### src/design/lps_pkg.sv
`default_nettype none

package lps_pkg;

   // field widths of one request beat and one response beat, plus the modulo bit counter
   localparam int CMD_W    = 2;
   localparam int SLOT_W   = 6;
   localparam int COUNT_W  = 16;
   localparam int RND_W    = 31;
   localparam int STATUS_W = 2;
   localparam int RUNS_W   = 32;
   localparam int BITCNT_W = 5;

   // command codes
   localparam logic [CMD_W-1:0] CMD_SET_TICKETS  = 2'd0;
   localparam logic [CMD_W-1:0] CMD_SET_RUNNABLE = 2'd1;
   localparam logic [CMD_W-1:0] CMD_DRAW         = 2'd2;

   // response status codes
   localparam logic [STATUS_W-1:0] STAT_OK          = 2'd0;
   localparam logic [STATUS_W-1:0] STAT_BAD_TICKETS = 2'd1;
   localparam logic [STATUS_W-1:0] STAT_NO_RUNNABLE = 2'd2;

   // write strobes into the slot table
   typedef struct packed {
      logic tick_we;
      logic mark_we;
      logic runs_we;
   } lps_wr_en_type;

endpackage

`default_nettype wire

### src/design/lottery_process_picker_unit.sv
`default_nettype none

// Lottery scheduler. Each of SLOTS slots keeps a ticket count, a runnable
// mark and a 32-bit run counter in on-chip memory. A set-tickets beat stores
// a count (zero is refused with status 1, counts above the TICKET_BITS
// maximum saturate), a set-runnable beat writes the mark, and a draw beat
// picks a runnable slot with probability proportional to its tickets, clears
// its mark, bumps its run counter and returns slot and new count (status 2
// when nothing is runnable). Slots at or above SLOTS ignore set beats; only
// slots 0..63 are addressable and the reported slot is its low six bits.
// After reset the table is initialised by a clearing pass over every slot,
// during which req_ready stays low. One beat is processed at a time and
// req_ready stays low from acceptance until the block is idle again. A set
// beat goes from idle straight to the response state, where its response is
// loaded into the output register. A draw that finds nothing runnable ends
// after one table sweep to total the tickets; otherwise it goes on with a
// bit-serial modulo of the random word, a second sweep up to the winner, a
// run counter update and the hand-over of the response, all on a single
// shared adder/subtractor and the table's single read port. The response
// sits in an output register, so a new beat is taken while the previous
// response still waits for rsp_ready; a finished beat waits for that
// register to free before the block is ready again.
module lottery_process_picker_unit #(
   parameter int SLOTS       = 64,
   parameter int TICKET_BITS = 16
) (
   input  wire logic                           clock,
   input  wire logic                           reset,
   input  wire logic                           req_valid,
   output logic                                req_ready,
   input  wire logic [lps_pkg::CMD_W-1:0]      req_cmd,
   input  wire logic [lps_pkg::SLOT_W-1:0]     req_slot,
   input  wire logic [lps_pkg::COUNT_W-1:0]    req_ticket_count,
   input  wire logic                           req_runnable_flag,
   input  wire logic [lps_pkg::RND_W-1:0]      req_random_word,
   output logic                                rsp_valid,
   input  wire logic                           rsp_ready,
   output logic      [lps_pkg::STATUS_W-1:0]   rsp_status,
   output logic                                rsp_winner_valid,
   output logic      [lps_pkg::SLOT_W-1:0]     rsp_winner_slot,
   output logic      [lps_pkg::RUNS_W-1:0]     rsp_winner_runs
);

   import lps_pkg::*;

   localparam int AB = $clog2(SLOTS);
   localparam int CW = AB + 1;
   // total of all tickets plus one bit of headroom for the modulo shift
   localparam int AW = TICKET_BITS + AB + 1;
   localparam int UW = (AW > RUNS_W) ? AW : RUNS_W;
   localparam logic [CW-1:0] SLOTS_C = CW'(SLOTS);
   localparam logic [TICKET_BITS-1:0] TICKET_MAX = '1;

   localparam logic [2:0] S_CLEAR = 3'd0;
   localparam logic [2:0] S_IDLE  = 3'd1;
   localparam logic [2:0] S_SUM   = 3'd2;
   localparam logic [2:0] S_MOD   = 3'd3;
   localparam logic [2:0] S_WALK  = 3'd4;
   localparam logic [2:0] S_INC   = 3'd5;
   localparam logic [2:0] S_RESP  = 3'd6;

   logic [2:0]              state_ff, state_in;
   logic [CW-1:0]           idx_ff, idx_in;
   logic                    rd_vld_ff, rd_vld_in;
   logic [AB-1:0]           rd_idx_ff, rd_idx_in;
   logic [UW-1:0]           acc_ff, acc_in;
   logic [AW-1:0]           tot_ff, tot_in;
   logic [RND_W-1:0]        rnd_ff, rnd_in;
   logic [BITCNT_W-1:0]     bit_ff, bit_in;
   logic [AB-1:0]           win_ff, win_in;

   logic [STATUS_W-1:0]     pend_status_ff, pend_status_in;
   logic                    pend_wvalid_ff, pend_wvalid_in;
   logic [SLOT_W-1:0]       pend_slot_ff, pend_slot_in;
   logic [RUNS_W-1:0]       pend_runs_ff, pend_runs_in;

   logic                    rsp_valid_ff, rsp_valid_in;
   logic [STATUS_W-1:0]     rsp_status_ff, rsp_status_in;
   logic                    rsp_wvalid_ff, rsp_wvalid_in;
   logic [SLOT_W-1:0]       rsp_slot_ff, rsp_slot_in;
   logic [RUNS_W-1:0]       rsp_runs_ff, rsp_runs_in;

   lps_wr_en_type           wr_en;
   logic [AB-1:0]           wr_addr;
   logic [TICKET_BITS-1:0]  wr_tick;
   logic                    wr_mark;
   logic [RUNS_W-1:0]       wr_runs;
   logic [TICKET_BITS-1:0]  rd_tick;
   logic                    rd_mark;
   logic [RUNS_W-1:0]       rd_runs;

   logic [UW-1:0]           alu_a, alu_b, alu_res;
   logic                    alu_sub, alu_borrow;

   logic                    req_beat;
   logic                    slot_in_range;
   logic [TICKET_BITS-1:0]  tick_sat;
   logic [AW-1:0]           rem_shift;
   logic                    sweep_done;

   assign req_ready     = (state_ff == S_IDLE);
   assign req_beat      = req_valid & req_ready;
   assign slot_in_range = (32'(req_slot) < 32'(SLOTS));
   assign tick_sat      = (32'(req_ticket_count) > 32'(TICKET_MAX)) ?
                          TICKET_MAX : TICKET_BITS'(req_ticket_count);
   // next partial remainder: shift in the next bit of the random word
   assign rem_shift     = {acc_ff[AW-2:0], rnd_ff[RND_W-1]};
   // all reads issued and the last read data consumed
   assign sweep_done    = (idx_ff == SLOTS_C) & ~rd_vld_ff;

   lps_table #(
      .SLOTS       (SLOTS),
      .TICKET_BITS (TICKET_BITS)
   ) u_table (
      .clock   (clock),
      .wr_en   (wr_en),
      .wr_addr (wr_addr),
      .wr_tick (wr_tick),
      .wr_mark (wr_mark),
      .wr_runs (wr_runs),
      .rd_addr (idx_ff[AB-1:0]),
      .rd_tick (rd_tick),
      .rd_mark (rd_mark),
      .rd_runs (rd_runs)
   );

   lps_alu #(
      .WIDTH (UW)
   ) u_alu (
      .op_a   (alu_a),
      .op_b   (alu_b),
      .op_sub (alu_sub),
      .result (alu_res),
      .borrow (alu_borrow)
   );

   // operand select for the shared adder/subtractor
   always_comb begin
      alu_a   = acc_ff;
      alu_b   = UW'(rd_tick);
      alu_sub = 1'b0;
      case (state_ff)
         S_SUM: begin
            alu_sub = 1'b0;
         end
         S_MOD: begin
            alu_a   = UW'(rem_shift);
            alu_b   = UW'(tot_ff);
            alu_sub = 1'b1;
         end
         S_WALK: begin
            alu_sub = 1'b1;
         end
         S_INC: begin
            alu_b   = UW'(1'b1);
         end
         default: begin
            alu_sub = 1'b0;
         end
      endcase
   end

   // table write port: clearing pass, set beats, winner update
   always_comb begin
      wr_en   = '0;
      wr_addr = AB'(req_slot);
      wr_tick = tick_sat;
      wr_mark = req_runnable_flag;
      wr_runs = alu_res[RUNS_W-1:0];
      case (state_ff)
         S_CLEAR: begin
            wr_en   = '{tick_we: 1'b1, mark_we: 1'b1, runs_we: 1'b1};
            wr_addr = idx_ff[AB-1:0];
            wr_tick = TICKET_BITS'(1);
            wr_mark = 1'b0;
            wr_runs = '0;
         end
         S_IDLE: begin
            if (req_beat && slot_in_range) begin
               if (req_cmd == CMD_SET_TICKETS && req_ticket_count != '0) begin
                  wr_en.tick_we = 1'b1;
               end
               if (req_cmd == CMD_SET_RUNNABLE) begin
                  wr_en.mark_we = 1'b1;
               end
            end
         end
         S_INC: begin
            wr_en   = '{tick_we: 1'b0, mark_we: 1'b1, runs_we: 1'b1};
            wr_addr = win_ff;
            wr_mark = 1'b0;
         end
         default: begin
            wr_en = '0;
         end
      endcase
   end

   // sequencer
   always_comb begin
      state_in       = state_ff;
      idx_in         = idx_ff;
      rd_vld_in      = 1'b0;
      rd_idx_in      = rd_idx_ff;
      acc_in         = acc_ff;
      tot_in         = tot_ff;
      rnd_in         = rnd_ff;
      bit_in         = bit_ff;
      win_in         = win_ff;
      pend_status_in = pend_status_ff;
      pend_wvalid_in = pend_wvalid_ff;
      pend_slot_in   = pend_slot_ff;
      pend_runs_in   = pend_runs_ff;

      // advance the read sweep in both table passes
      if ((state_ff == S_SUM || state_ff == S_WALK) && idx_ff != SLOTS_C) begin
         rd_vld_in = 1'b1;
         rd_idx_in = idx_ff[AB-1:0];
         idx_in    = idx_ff + CW'(1);
      end

      case (state_ff)
         S_CLEAR: begin
            idx_in = idx_ff + CW'(1);
            if (idx_ff == SLOTS_C - CW'(1)) begin
               state_in = S_IDLE;
            end
         end
         S_IDLE: begin
            if (req_beat) begin
               pend_status_in = STAT_OK;
               pend_wvalid_in = 1'b0;
               pend_slot_in   = '0;
               pend_runs_in   = '0;
               state_in       = S_RESP;
               if (req_cmd == CMD_SET_TICKETS && req_ticket_count == '0) begin
                  pend_status_in = STAT_BAD_TICKETS;
               end
               if (req_cmd == CMD_DRAW) begin
                  rnd_in   = req_random_word;
                  acc_in   = '0;
                  idx_in   = '0;
                  state_in = S_SUM;
               end
            end
         end
         S_SUM: begin
            if (rd_vld_ff && rd_mark) begin
               acc_in = alu_res;
            end
            if (sweep_done) begin
               tot_in = acc_ff[AW-1:0];
               acc_in = '0;
               bit_in = BITCNT_W'(RND_W - 1);
               if (acc_ff == '0) begin
                  pend_status_in = STAT_NO_RUNNABLE;
                  state_in       = S_RESP;
               end else begin
                  state_in = S_MOD;
               end
            end
         end
         S_MOD: begin
            // restoring remainder step: keep the difference unless it borrowed
            acc_in = alu_borrow ? UW'(rem_shift) : alu_res;
            rnd_in = {rnd_ff[RND_W-2:0], 1'b0};
            bit_in = bit_ff - BITCNT_W'(1);
            if (bit_ff == '0) begin
               idx_in   = '0;
               state_in = S_WALK;
            end
         end
         S_WALK: begin
            // acc holds pick minus one; the winner is the first slot with
            // more tickets than what remains
            if (rd_vld_ff && rd_mark) begin
               if (alu_borrow) begin
                  win_in   = rd_idx_ff;
                  acc_in   = UW'(rd_runs);
                  state_in = S_INC;
               end else begin
                  acc_in = alu_res;
               end
            end else if (sweep_done) begin
               pend_status_in = STAT_NO_RUNNABLE;
               state_in       = S_RESP;
            end
         end
         S_INC: begin
            pend_status_in = STAT_OK;
            pend_wvalid_in = 1'b1;
            pend_slot_in   = SLOT_W'(win_ff);
            pend_runs_in   = alu_res[RUNS_W-1:0];
            state_in       = S_RESP;
         end
         S_RESP: begin
            if (!rsp_valid_ff || rsp_ready) begin
               state_in = S_IDLE;
            end
         end
         default: begin
            state_in = S_IDLE;
         end
      endcase
   end

   // output register: load the pending response once the slot is free
   always_comb begin
      rsp_valid_in  = rsp_valid_ff & ~rsp_ready;
      rsp_status_in = rsp_status_ff;
      rsp_wvalid_in = rsp_wvalid_ff;
      rsp_slot_in   = rsp_slot_ff;
      rsp_runs_in   = rsp_runs_ff;
      if (state_ff == S_RESP && (!rsp_valid_ff || rsp_ready)) begin
         rsp_valid_in  = 1'b1;
         rsp_status_in = pend_status_ff;
         rsp_wvalid_in = pend_wvalid_ff;
         rsp_slot_in   = pend_slot_ff;
         rsp_runs_in   = pend_runs_ff;
      end
   end

   always_ff @(posedge clock) begin
      if (reset) begin
         state_ff     <= S_CLEAR;
         idx_ff       <= '0;
         rd_vld_ff    <= 1'b0;
         rsp_valid_ff <= 1'b0;
      end else begin
         state_ff     <= state_in;
         idx_ff       <= idx_in;
         rd_vld_ff    <= rd_vld_in;
         rsp_valid_ff <= rsp_valid_in;
      end
   end

   always_ff @(posedge clock) begin
      rd_idx_ff      <= rd_idx_in;
      acc_ff         <= acc_in;
      tot_ff         <= tot_in;
      rnd_ff         <= rnd_in;
      bit_ff         <= bit_in;
      win_ff         <= win_in;
      pend_status_ff <= pend_status_in;
      pend_wvalid_ff <= pend_wvalid_in;
      pend_slot_ff   <= pend_slot_in;
      pend_runs_ff   <= pend_runs_in;
      rsp_status_ff  <= rsp_status_in;
      rsp_wvalid_ff  <= rsp_wvalid_in;
      rsp_slot_ff    <= rsp_slot_in;
      rsp_runs_ff    <= rsp_runs_in;
   end

   assign rsp_valid        = rsp_valid_ff;
   assign rsp_status       = rsp_status_ff;
   assign rsp_winner_valid = rsp_wvalid_ff;
   assign rsp_winner_slot  = rsp_slot_ff;
   assign rsp_winner_runs  = rsp_runs_ff;

endmodule

`default_nettype wire

### src/design/lps_alu.sv
`default_nettype none

module lps_alu #(
   parameter int WIDTH = 48
) (
   input  wire logic [WIDTH-1:0] op_a,
   input  wire logic [WIDTH-1:0] op_b,
   input  wire logic             op_sub,
   output logic      [WIDTH-1:0] result,
   output logic                  borrow
);

   logic [WIDTH:0] full_sum;
   logic [WIDTH-1:0] b_eff;

   // subtract as a + ~b + 1; borrow when no carry out
   assign b_eff    = op_sub ? ~op_b : op_b;
   assign full_sum = {1'b0, op_a} + {1'b0, b_eff} + {{WIDTH{1'b0}}, op_sub};
   assign result   = full_sum[WIDTH-1:0];
   assign borrow   = op_sub & ~full_sum[WIDTH];

endmodule

`default_nettype wire

### src/design/lps_table.sv
`default_nettype none

module lps_table #(
   parameter int SLOTS       = 64,
   parameter int TICKET_BITS = 16
) (
   input  wire logic                         clock,
   input  wire lps_pkg::lps_wr_en_type       wr_en,
   input  wire logic [$clog2(SLOTS)-1:0]     wr_addr,
   input  wire logic [TICKET_BITS-1:0]       wr_tick,
   input  wire logic                         wr_mark,
   input  wire logic [lps_pkg::RUNS_W-1:0]   wr_runs,
   input  wire logic [$clog2(SLOTS)-1:0]     rd_addr,
   output logic      [TICKET_BITS-1:0]       rd_tick,
   output logic                              rd_mark,
   output logic      [lps_pkg::RUNS_W-1:0]   rd_runs
);

   import lps_pkg::*;

   logic [TICKET_BITS-1:0] tick_mem [SLOTS];
   logic                   mark_mem [SLOTS];
   logic [RUNS_W-1:0]      runs_mem [SLOTS];

   always_ff @(posedge clock) begin
      if (wr_en.tick_we) begin
         tick_mem[wr_addr] <= wr_tick;
      end
      if (wr_en.mark_we) begin
         mark_mem[wr_addr] <= wr_mark;
      end
      if (wr_en.runs_we) begin
         runs_mem[wr_addr] <= wr_runs;
      end
   end

   always_ff @(posedge clock) begin
      rd_tick <= tick_mem[rd_addr];
      rd_mark <= mark_mem[rd_addr];
      rd_runs <= runs_mem[rd_addr];
   end

endmodule

`default_nettype wire

### config.mk
export PLATFORM = sky130hd
export DESIGN_NAME = lottery_process_picker_unit
export DESIGN_NICKNAME = d
export VERILOG_FILES = /design/src/design/lps_pkg.sv /design/src/design/lottery_process_picker_unit.sv /design/src/design/lps_alu.sv /design/src/design/lps_table.sv
export SDC_FILE = /design/constraint.sdc
export NUM_CORES = 2
export LEC_CHECK = 0
export BUFFER_PORTS_ARGS = -buffer_cell sky130_fd_sc_hd__buf_2
export CORE_MARGIN = 1
export CORE_UTILIZATION = 44
export CTS_CLUSTER_DIAMETER = 30
export DETAILED_ROUTE_END_ITERATION = 8
export SLEW_MARGIN = 10
export SYNTH_ARGS = -nofsm -noshare
export SYNTH_HDL_FRONTEND = slang
export SYNTH_SLANG_ARGS = --single-unit
### constraint.sdc
create_clock -name clock -period 15.4 [get_ports clock]
set_input_delay 3.85 -clock clock [delete_from_list [all_inputs] [get_ports clock]]
set_output_delay 3.85 -clock clock [all_outputs]
set_load 0.01 [all_outputs]
# --- After elaboration in Yosys (flattened, before gate mapping) ---
# Memories as Yosys holds them, arrays and structs flattened. A register that Yosys moved wholly into a read port is not among the register bits.
# Index checks and enable logic that the tools add are counted.
word_totals:
  reg_bits: 197
  latch_bits: 0
  ram_bits: 3136
  mem_bits_ro: 0
  in_bits: 60
  out_inout_bits: 43
  wordCells: 149
  n_memories: 3
memory_table:
  columns: ["name", "words", "word_bits", "read_ports", "rd_clocked_by_memory_dff", "write_ports", "line_no", "rtl"]
  rows:
  - ["u_table.runs_mem", 64, 32, 1, 1, 1, "lps_table.sv:23", "logic [RUNS_W-1:0] runs_mem [SLOTS];"]
  - ["u_table.tick_mem", 64, 16, 1, 1, 1, "lps_table.sv:21", "logic [TICKET_BITS-1:0] tick_mem [SLOTS];"]
  - ["u_table.mark_mem", 64, 1, 1, 1, 1, "lps_table.sv:22", "logic mark_mem [SLOTS];"]
op_classes:
  add_sub_neg: 4
  mul: 0
  n_div: 0
  order_cmp: 0
  eq_ne: 24
  shifts: 0
  n_mux: 63
  n_bitwise: 8
  n_reduce_logical: 29
op_table:
  columns: ["cell", "n"]
  rows:
  - ["$mux 32", 11]
  - ["$pmux 32 s4", 1]
  - ["$pmux 32 s2", 1]
  - ["$mux 31", 2]
  - ["$pmux 31 s2", 1]
  - ["$pmux 23 s2", 1]
  - ["$add 32x32->33", 1]
  - ["$add 33x1->33", 1]
  - ["$logic_not 32->1", 1]
  - ["$not 23->32", 1]
  - ["$mux 3", 10]
  - ["$mux 7", 4]
  - ["$pmux 6 s2", 2]
  - ["$pmux 3 s7", 1]
  - ["$pmux 7 s3", 1]
  - ["$logic_not 16->1", 1]
  - ["$mux 16", 1]
  - ["$reduce_bool 16->1", 1]
  - ["$mux 1", 15]
  - ["$mux 2", 6]
  - ["$ne 2x2->1 const B", 6]
  - ["$pmux 5 s2", 1]
  - ["$eq 3x3->1 const B", 3]
  - ["$ne 2x1->1 const B", 4]
  - ["32 further kinds", 51]

# --- Longest topological paths before layout ---
depth:
  ltp_word: 11
  ltp_mapped: 20

# --- Cells and area by module ---
# A second synthesis with hierarchy kept.
unflattened:
  hier_cells: 6418
  area_unflattened_um2: 131332.2
by_module_without_submodules:
  columns: ["mod", "n_inst", "cells_per_inst", "area_per_inst_um2"]
  rows:
  - ["lps_table", 1, 5373, 120311.6]
  - ["lottery_process_picker_unit", 1, 746, 8889.8]
  - ["lps_alu", 1, 299, 2130.8]

# --- Least setup slack after synthesis ---
# Ideal clock, no wire load.
synth_timing:
  path_type: "input to register"
  start: "in req_slot[4] in the netlist's numbering"
  end: "mem u_table.runs_mem[0][0] (enable)"
  arrival_ns: 6.349
  required_ns: 14.979
  path_slack_ns: 8.630
  cell_stages: 5
  path_cell_list: "a221oi_1 -> nand3_1 -> clkbuf_1 -> or2_1 -> nor2_1"
synth_between:
  elab_chain_cells: 1
synth_lines:
  columns: ["element", "line_no", "rtl"]
  rows:
  - ["from (decl)", "lottery_process_picker_unit.sv:32", "input wire logic [lps_pkg::SLOT_W-1:0] req_slot,"]
  - ["$pmux 6 s2", "lottery_process_picker_unit.sv:170", "case (state_ff)"]
  - ["to (decl)", "lps_table.sv:23", null]
# No other way between the ends.

# --- Final worst setup path ---
layout_timing:
  start: "in req_ticket_count[0] in the netlist's numbering"
  end: "mem u_table.tick_mem[15][15] (enable)"
layout_between:
  elab_chain_cells: 7
layout_lines:
  columns: ["element", "line_no", "rtl"]
  rows:
  - ["from (decl)", "lottery_process_picker_unit.sv:33", "input wire logic [lps_pkg::COUNT_W-1:0] req_ticket_count,"]
  - ["$reduce_bool 16->1", "lottery_process_picker_unit.sv:180", "if (req_cmd == CMD_SET_TICKETS && req_ticket_count != '0) begin"]
  - ["$logic_and 1x1->1", "lottery_process_picker_unit.sv:180", null]
  - ["$mux 1", "lottery_process_picker_unit.sv:180", null]
  - ["$mux 2", "lottery_process_picker_unit.sv:179", "if (req_beat && slot_in_range) begin"]
  - ["$pmux 2 s3", "lottery_process_picker_unit.sv:170", null]
  - ["$mux 1", "lps_table.sv:26", "if (wr_en.tick_we) begin"]
  - ["$mux 1 (not written as such)", "lps_table.sv:27", "tick_mem[wr_addr] <= wr_tick;"]
  - ["to (decl)", "lps_table.sv:21", null]
# No other way between the ends.

==> metrics.md <==
| Metric | Value |
|---|---|
| Number of buffers inserted during clock tree synthesis | `575` |
| Largest net degree at the start of global routing | `150` |
| Register bit count reported by yosys | `3382` |
| Detailed-route via count | `64500` |
| Post-Syn Nets | `5976` |
| Number of max-cap violations | `0` |
| Wire length of the first global-routing pass | `482000 µm` |
| Final Max Tran Viols | `0` |
| Post-DP Area | `138000 µm²` |
| Biggest fanout along the worst timing path | `16` |
| Detailed-route vias per instance | `5.97` |
| Final standard cell count with taps included and fillers excluded | `10800` |
| Total standard cell area after synthesis | `132000 µm²` |
| Required time at the endpoint of the critical path | `15.94 ns` |
| Final Hold Fails | `0` |
| Placed Instances | `9760` |
| PD cells | `152 nW/µm²` |
| Final Wtd Congestion | `0.879` |
| Tightest Hold Check Type | `flip-flop to flip-flop` |
| Total overflow reported by the global router | `0` |
| H-Tree Level Count | `6` |
| Post-Synthesis Mean Instance Area | `22.4 µm²` |
| Post-route cell area | `157000 µm²` |
| Port-buffer cells | `102` |
| Crit Reg-Reg Endpoint | `u_table.runs_mem[36][30]$_DFFE_PP_` |
| Total setup violations reported at the end of the flow | `0` |
| CTS root buffer | `sky130_fd_sc_hd__clkbuf_16` |
| Count of buffers added by post-CTS timing repair for setup | `0` |
| Slew headroom | `15.0%` |
| Count of distinct cell types in the synthesized netlist | `74` |
| Total iterations of the first detailed-routing run | `6` |
| Ports | `103` |
| Worst hold margin | `0.395 ns` |
| Setup TNS after final layout | `0 ns` |
| Seq pwr share | `42.3%` |
| GR peak layer | `met2` |
| Fraction of synthesis flops using an asynchronous set or reset pin | `0%` |
| Hold wc startpoint | `pend_slot_ff[5]$_SDFFCE_PP0P_` |
| Hold path endpoint | `rsp_winner_slot[5]$_DFFE_PP_` |
| Area of the core | `297000 µm²` |
| Post-layout min period | `7.13 ns` |
| Reg clk slew, reported paths | `0.05 ns` |
| Worst skew pair latency | `0.93 ns` |
| Fmax achieved | `140 MHz` |
| Most frequently used flop master after synthesis | `sky130_fd_sc_hd__edfxtp_1` |
| Cell count after synthesis | `5879` |
| Wire length per cell after detailed routing | `31.6 µm` |
| PnR Total Power | `23.9 mW` |
| Number of sinks on the clock net | `3382` |
| Part of the Yosys area used for sequential elements | `76.8%` |
| Standard-cell rows | `200` |
| DPL Wire Length | `205000 µm` |
| Net Sw Power | `5.30 mW` |
| Smallest setup slack after layout | `8.27 ns` |
| Category of the worst setup path capture point | `flip-flop` |
| Starting density of the core | `44.3%` |
| Met1 track demand over resource | `33.6%` |
| Internal power | `18.6 mW` |
| Unrepaired setup endpoints after global routing | `no` |
| Met3 global-route usage | `5.55%` |
| Pre-CTS setup slack | `7.41 ns` |
| Power share of the clock group | `53.0%` |
| Die outline height | `549 µm` |
| Launch point of the worst reg-to-reg path | `state_ff[2]$_SDFFE_PP0P_` |
| P_leak | `54.3 nW` |
| Most frequent cells in the layout | `sky130_fd_sc_hd__edfxtp_1 (3321), sky130_fd_sc_hd__mux4_2 (1029), sky130_fd_sc_hd__clkbuf_16 (583), sky130_fd_sc_hd__nand2_1 (248), sky130_fd_sc_hd__nor2_1 (211)` |
| Post-cts gate resize count | `0` |
| Outcome | `completed` |
| Residual DRC | `0` |
| Final period utilization | `46.3%` |
| Highest ir drop seen on vdd | `0.000102 V` |
| Commonest non-fill, non-tap cell in the layout | `sky130_fd_sc_hd__edfxtp_1` |
| Antenna violations before repair | `45` |
| Total track usage | `22.7%` |
| Final worst clock skew | `0.0570 ns` |
| Reg-to-reg slack, setup | `9.27 ns` |
| Transition time at the pin with the least slew margin | `1.27 ns` |
| Part of the total power dissipated in combinational logic | `4.7%` |
| Path depth of the worst reg2reg path | `15` |
| Utilization after layout | `52.9%` |
| Die boundary width | `549 µm` |
| Arrival time of data at the critical path endpoint | `7.67 ns` |
| Vias in the first global route | `63900` |
| Critical Path Source Type | `input pin` |
| Met2 track demand over resource in global routing | `33.8%` |
| Category of the most critical setup path | `input pin to flip-flop` |
| Antenna-violating nets left | `0` |
| Number of synthesized flops with an enable pin | `3321` |
| Die area | `301000 µm²` |
| Area grow syn2layout | `19.6%` |
| Hold Crit Depth | `0` |
| Ratio of cells with drive above 1 in the final layout | `35.4%` |
| Count of yosys warnings during synthesis | `0` |
| Buffers from clock root to sink, at most | `4` |
| CTS tree | `built` |
| # nets final | `6495` |
| Initial detailed-routing violation count | `9014` |
| Final WL | `342000 µm` |
| Hold-fix buffers, CTS | `0` |
| Sw Share | `22.2%` |
[synthesized netlist by cell type, types with 6 or more instances]
cell / count / area (µm²)
sky130_fd_sc_hd__buf_2: 59 / 295
sky130_fd_sc_hd__ha_1: 36 / 450
sky130_fd_sc_hd__xor2_1: 13 / 114
sky130_fd_sc_hd__a22oi_1: 6 / 45.0
sky130_fd_sc_hd__buf_1: 58 / 218
sky130_fd_sc_hd__dfxtp_1: 61 / 1220
sky130_fd_sc_hd__nor2_1: 338 / 1270
sky130_fd_sc_hd__a21oi_1: 108 / 541
sky130_fd_sc_hd__inv_1: 22 / 82.6
sky130_fd_sc_hd__and2_1: 16 / 100
sky130_fd_sc_hd__o211ai_1: 13 / 97.6
sky130_fd_sc_hd__a211oi_1: 17 / 128
sky130_fd_sc_hd__nor3_1: 19 / 95.1
sky130_fd_sc_hd__or2_2: 6 / 37.5
sky130_fd_sc_hd__nand4_1: 7 / 43.8
sky130_fd_sc_hd__a31o_2: 8 / 70.1
sky130_fd_sc_hd__edfxtp_1: 3321 / 99700
sky130_fd_sc_hd__nand2_1: 250 / 938
sky130_fd_sc_hd__o21ai_0: 54 / 270
sky130_fd_sc_hd__buf_4: 13 / 97.6
sky130_fd_sc_hd__or3_1: 14 / 87.6
sky130_fd_sc_hd__xnor2_1: 17 / 149
sky130_fd_sc_hd__o21a_1: 9 / 67.6
sky130_fd_sc_hd__and3_1: 19 / 119
sky130_fd_sc_hd__nor4_1: 15 / 93.8
sky130_fd_sc_hd__mux4_2: 1029 / 23200
sky130_fd_sc_hd__a21o_1: 12 / 90.1
sky130_fd_sc_hd__a31oi_1: 8 / 50.1
sky130_fd_sc_hd__nand2b_1: 18 / 113
sky130_fd_sc_hd__o21bai_1: 8 / 60.1
sky130_fd_sc_hd__a311oi_1: 6 / 52.6
sky130_fd_sc_hd__nor2b_1: 31 / 194
sky130_fd_sc_hd__clkbuf_1: 179 / 672
sky130_fd_sc_hd__o21ai_1: 6 / 30.0
sky130_fd_sc_hd__nand3_1: 16 / 80.1
[worst max-delay path: stages]
cell and delay, ns:
sky130_fd_sc_hd__buf_2 0.11, sky130_fd_sc_hd__nor4_2 0.94, sky130_fd_sc_hd__nand4_1 0.68, sky130_fd_sc_hd__a41o_1 0.65
sky130_fd_sc_hd__nand2_1 0.94, sky130_fd_sc_hd__nor2_2 0.45
[sequential cells by signal, summed over array words and instances (netlist names), 2 cells and up]
signal / cells
u_table.mark_mem: 64
u_table.runs_mem: 2048
state_ff: 3
u_table.tick_mem: 1024
acc_ff: 32
u_table.rd_runs: 32
pend_slot_ff: 6
rsp_winner_runs: 32
rd_idx_ff: 6
rsp_status: 2
idx_ff: 7
win_ff: 6
u_table.rd_tick: 16
bit_ff: 5
pend_status_ff: 2
pend_runs_ff: 32
rsp_winner_slot: 6
rnd_ff: 31
tot_ff: 23
[worst max-delay path by stage]
| stage | start | end | slack [ns] | cells after the start |
|---|---|---|---|---|
| 2_1_floorplan | req_slot[4] | u_table.runs_mem[0][0]$_DFFE_PP_ | 8.63 | 5 |
| 3_3_place_gp | req_ticket_count[0] | u_table.tick_mem[15][0]$_DFFE_PP_ | 7.45 | 6 |
| 3_5_place_dp | req_ticket_count[0] | u_table.tick_mem[15][0]$_DFFE_PP_ | 7.41 | 6 |
| 4_1_cts | req_ticket_count[0] | u_table.tick_mem[15][3]$_DFFE_PP_ | 8.38 | 6 |
| 5_1_grt | state_ff[2]$_SDFFE_PP0P_ | req_ready | 8.32 | 4 |
| 6_report | req_ticket_count[0] | u_table.tick_mem[15][15]$_DFFE_PP_ | 8.27 | 6 |
[power by group through the flow]
stage          clock, mW  sequential (mW)  combinational [mW]
6_report            12.7             10.1                1.12
5_1_grt             13.2             10.1                1.16
4_1_cts             12.8             10.1                1.11
3_5_place_dp           0             10.3                1.11
3_3_place_gp           0             10.3                1.11
2_1_floorplan          0             10.2               0.703
[cell type report]
class / count / area [µm²]
Fill cell: 22400 / 140000
Sequential cell: 3382 / 101000
Multi-Input combinational cell: 2160 / 30200
Clock buffer: 625 / 14800
Tap cell: 3939 / 4930
Clock inverter: 424 / 4640
Timing Repair Buffer: 255 / 1710
Inverter: 24 / 90.1
Antenna cell: 8 / 20.0
[logic make-up (layout without fill, tap and decap cells)]
group           after synthesis  in the layout  share of synthesized area (%)
flops                      3382           3382                           76.8
mux                        1033           1033                           17.7
simple gates                760            760                           2.47
buf+inv                     337           1328                           1.08
compound gates              299            299                           1.47
fa+ha+maj                    37             37                          0.358
xor+xnor                     31             31                          0.212
other cells                   0              8                              0
[metal layers]
metal  vias up  routed length (µm)
li1      26100                   -
met1     34600              142000
met2      3355              156000
met3       512               36000
met4         8                7820
met5         -                 192
Power figures use the tool's default switching activity.
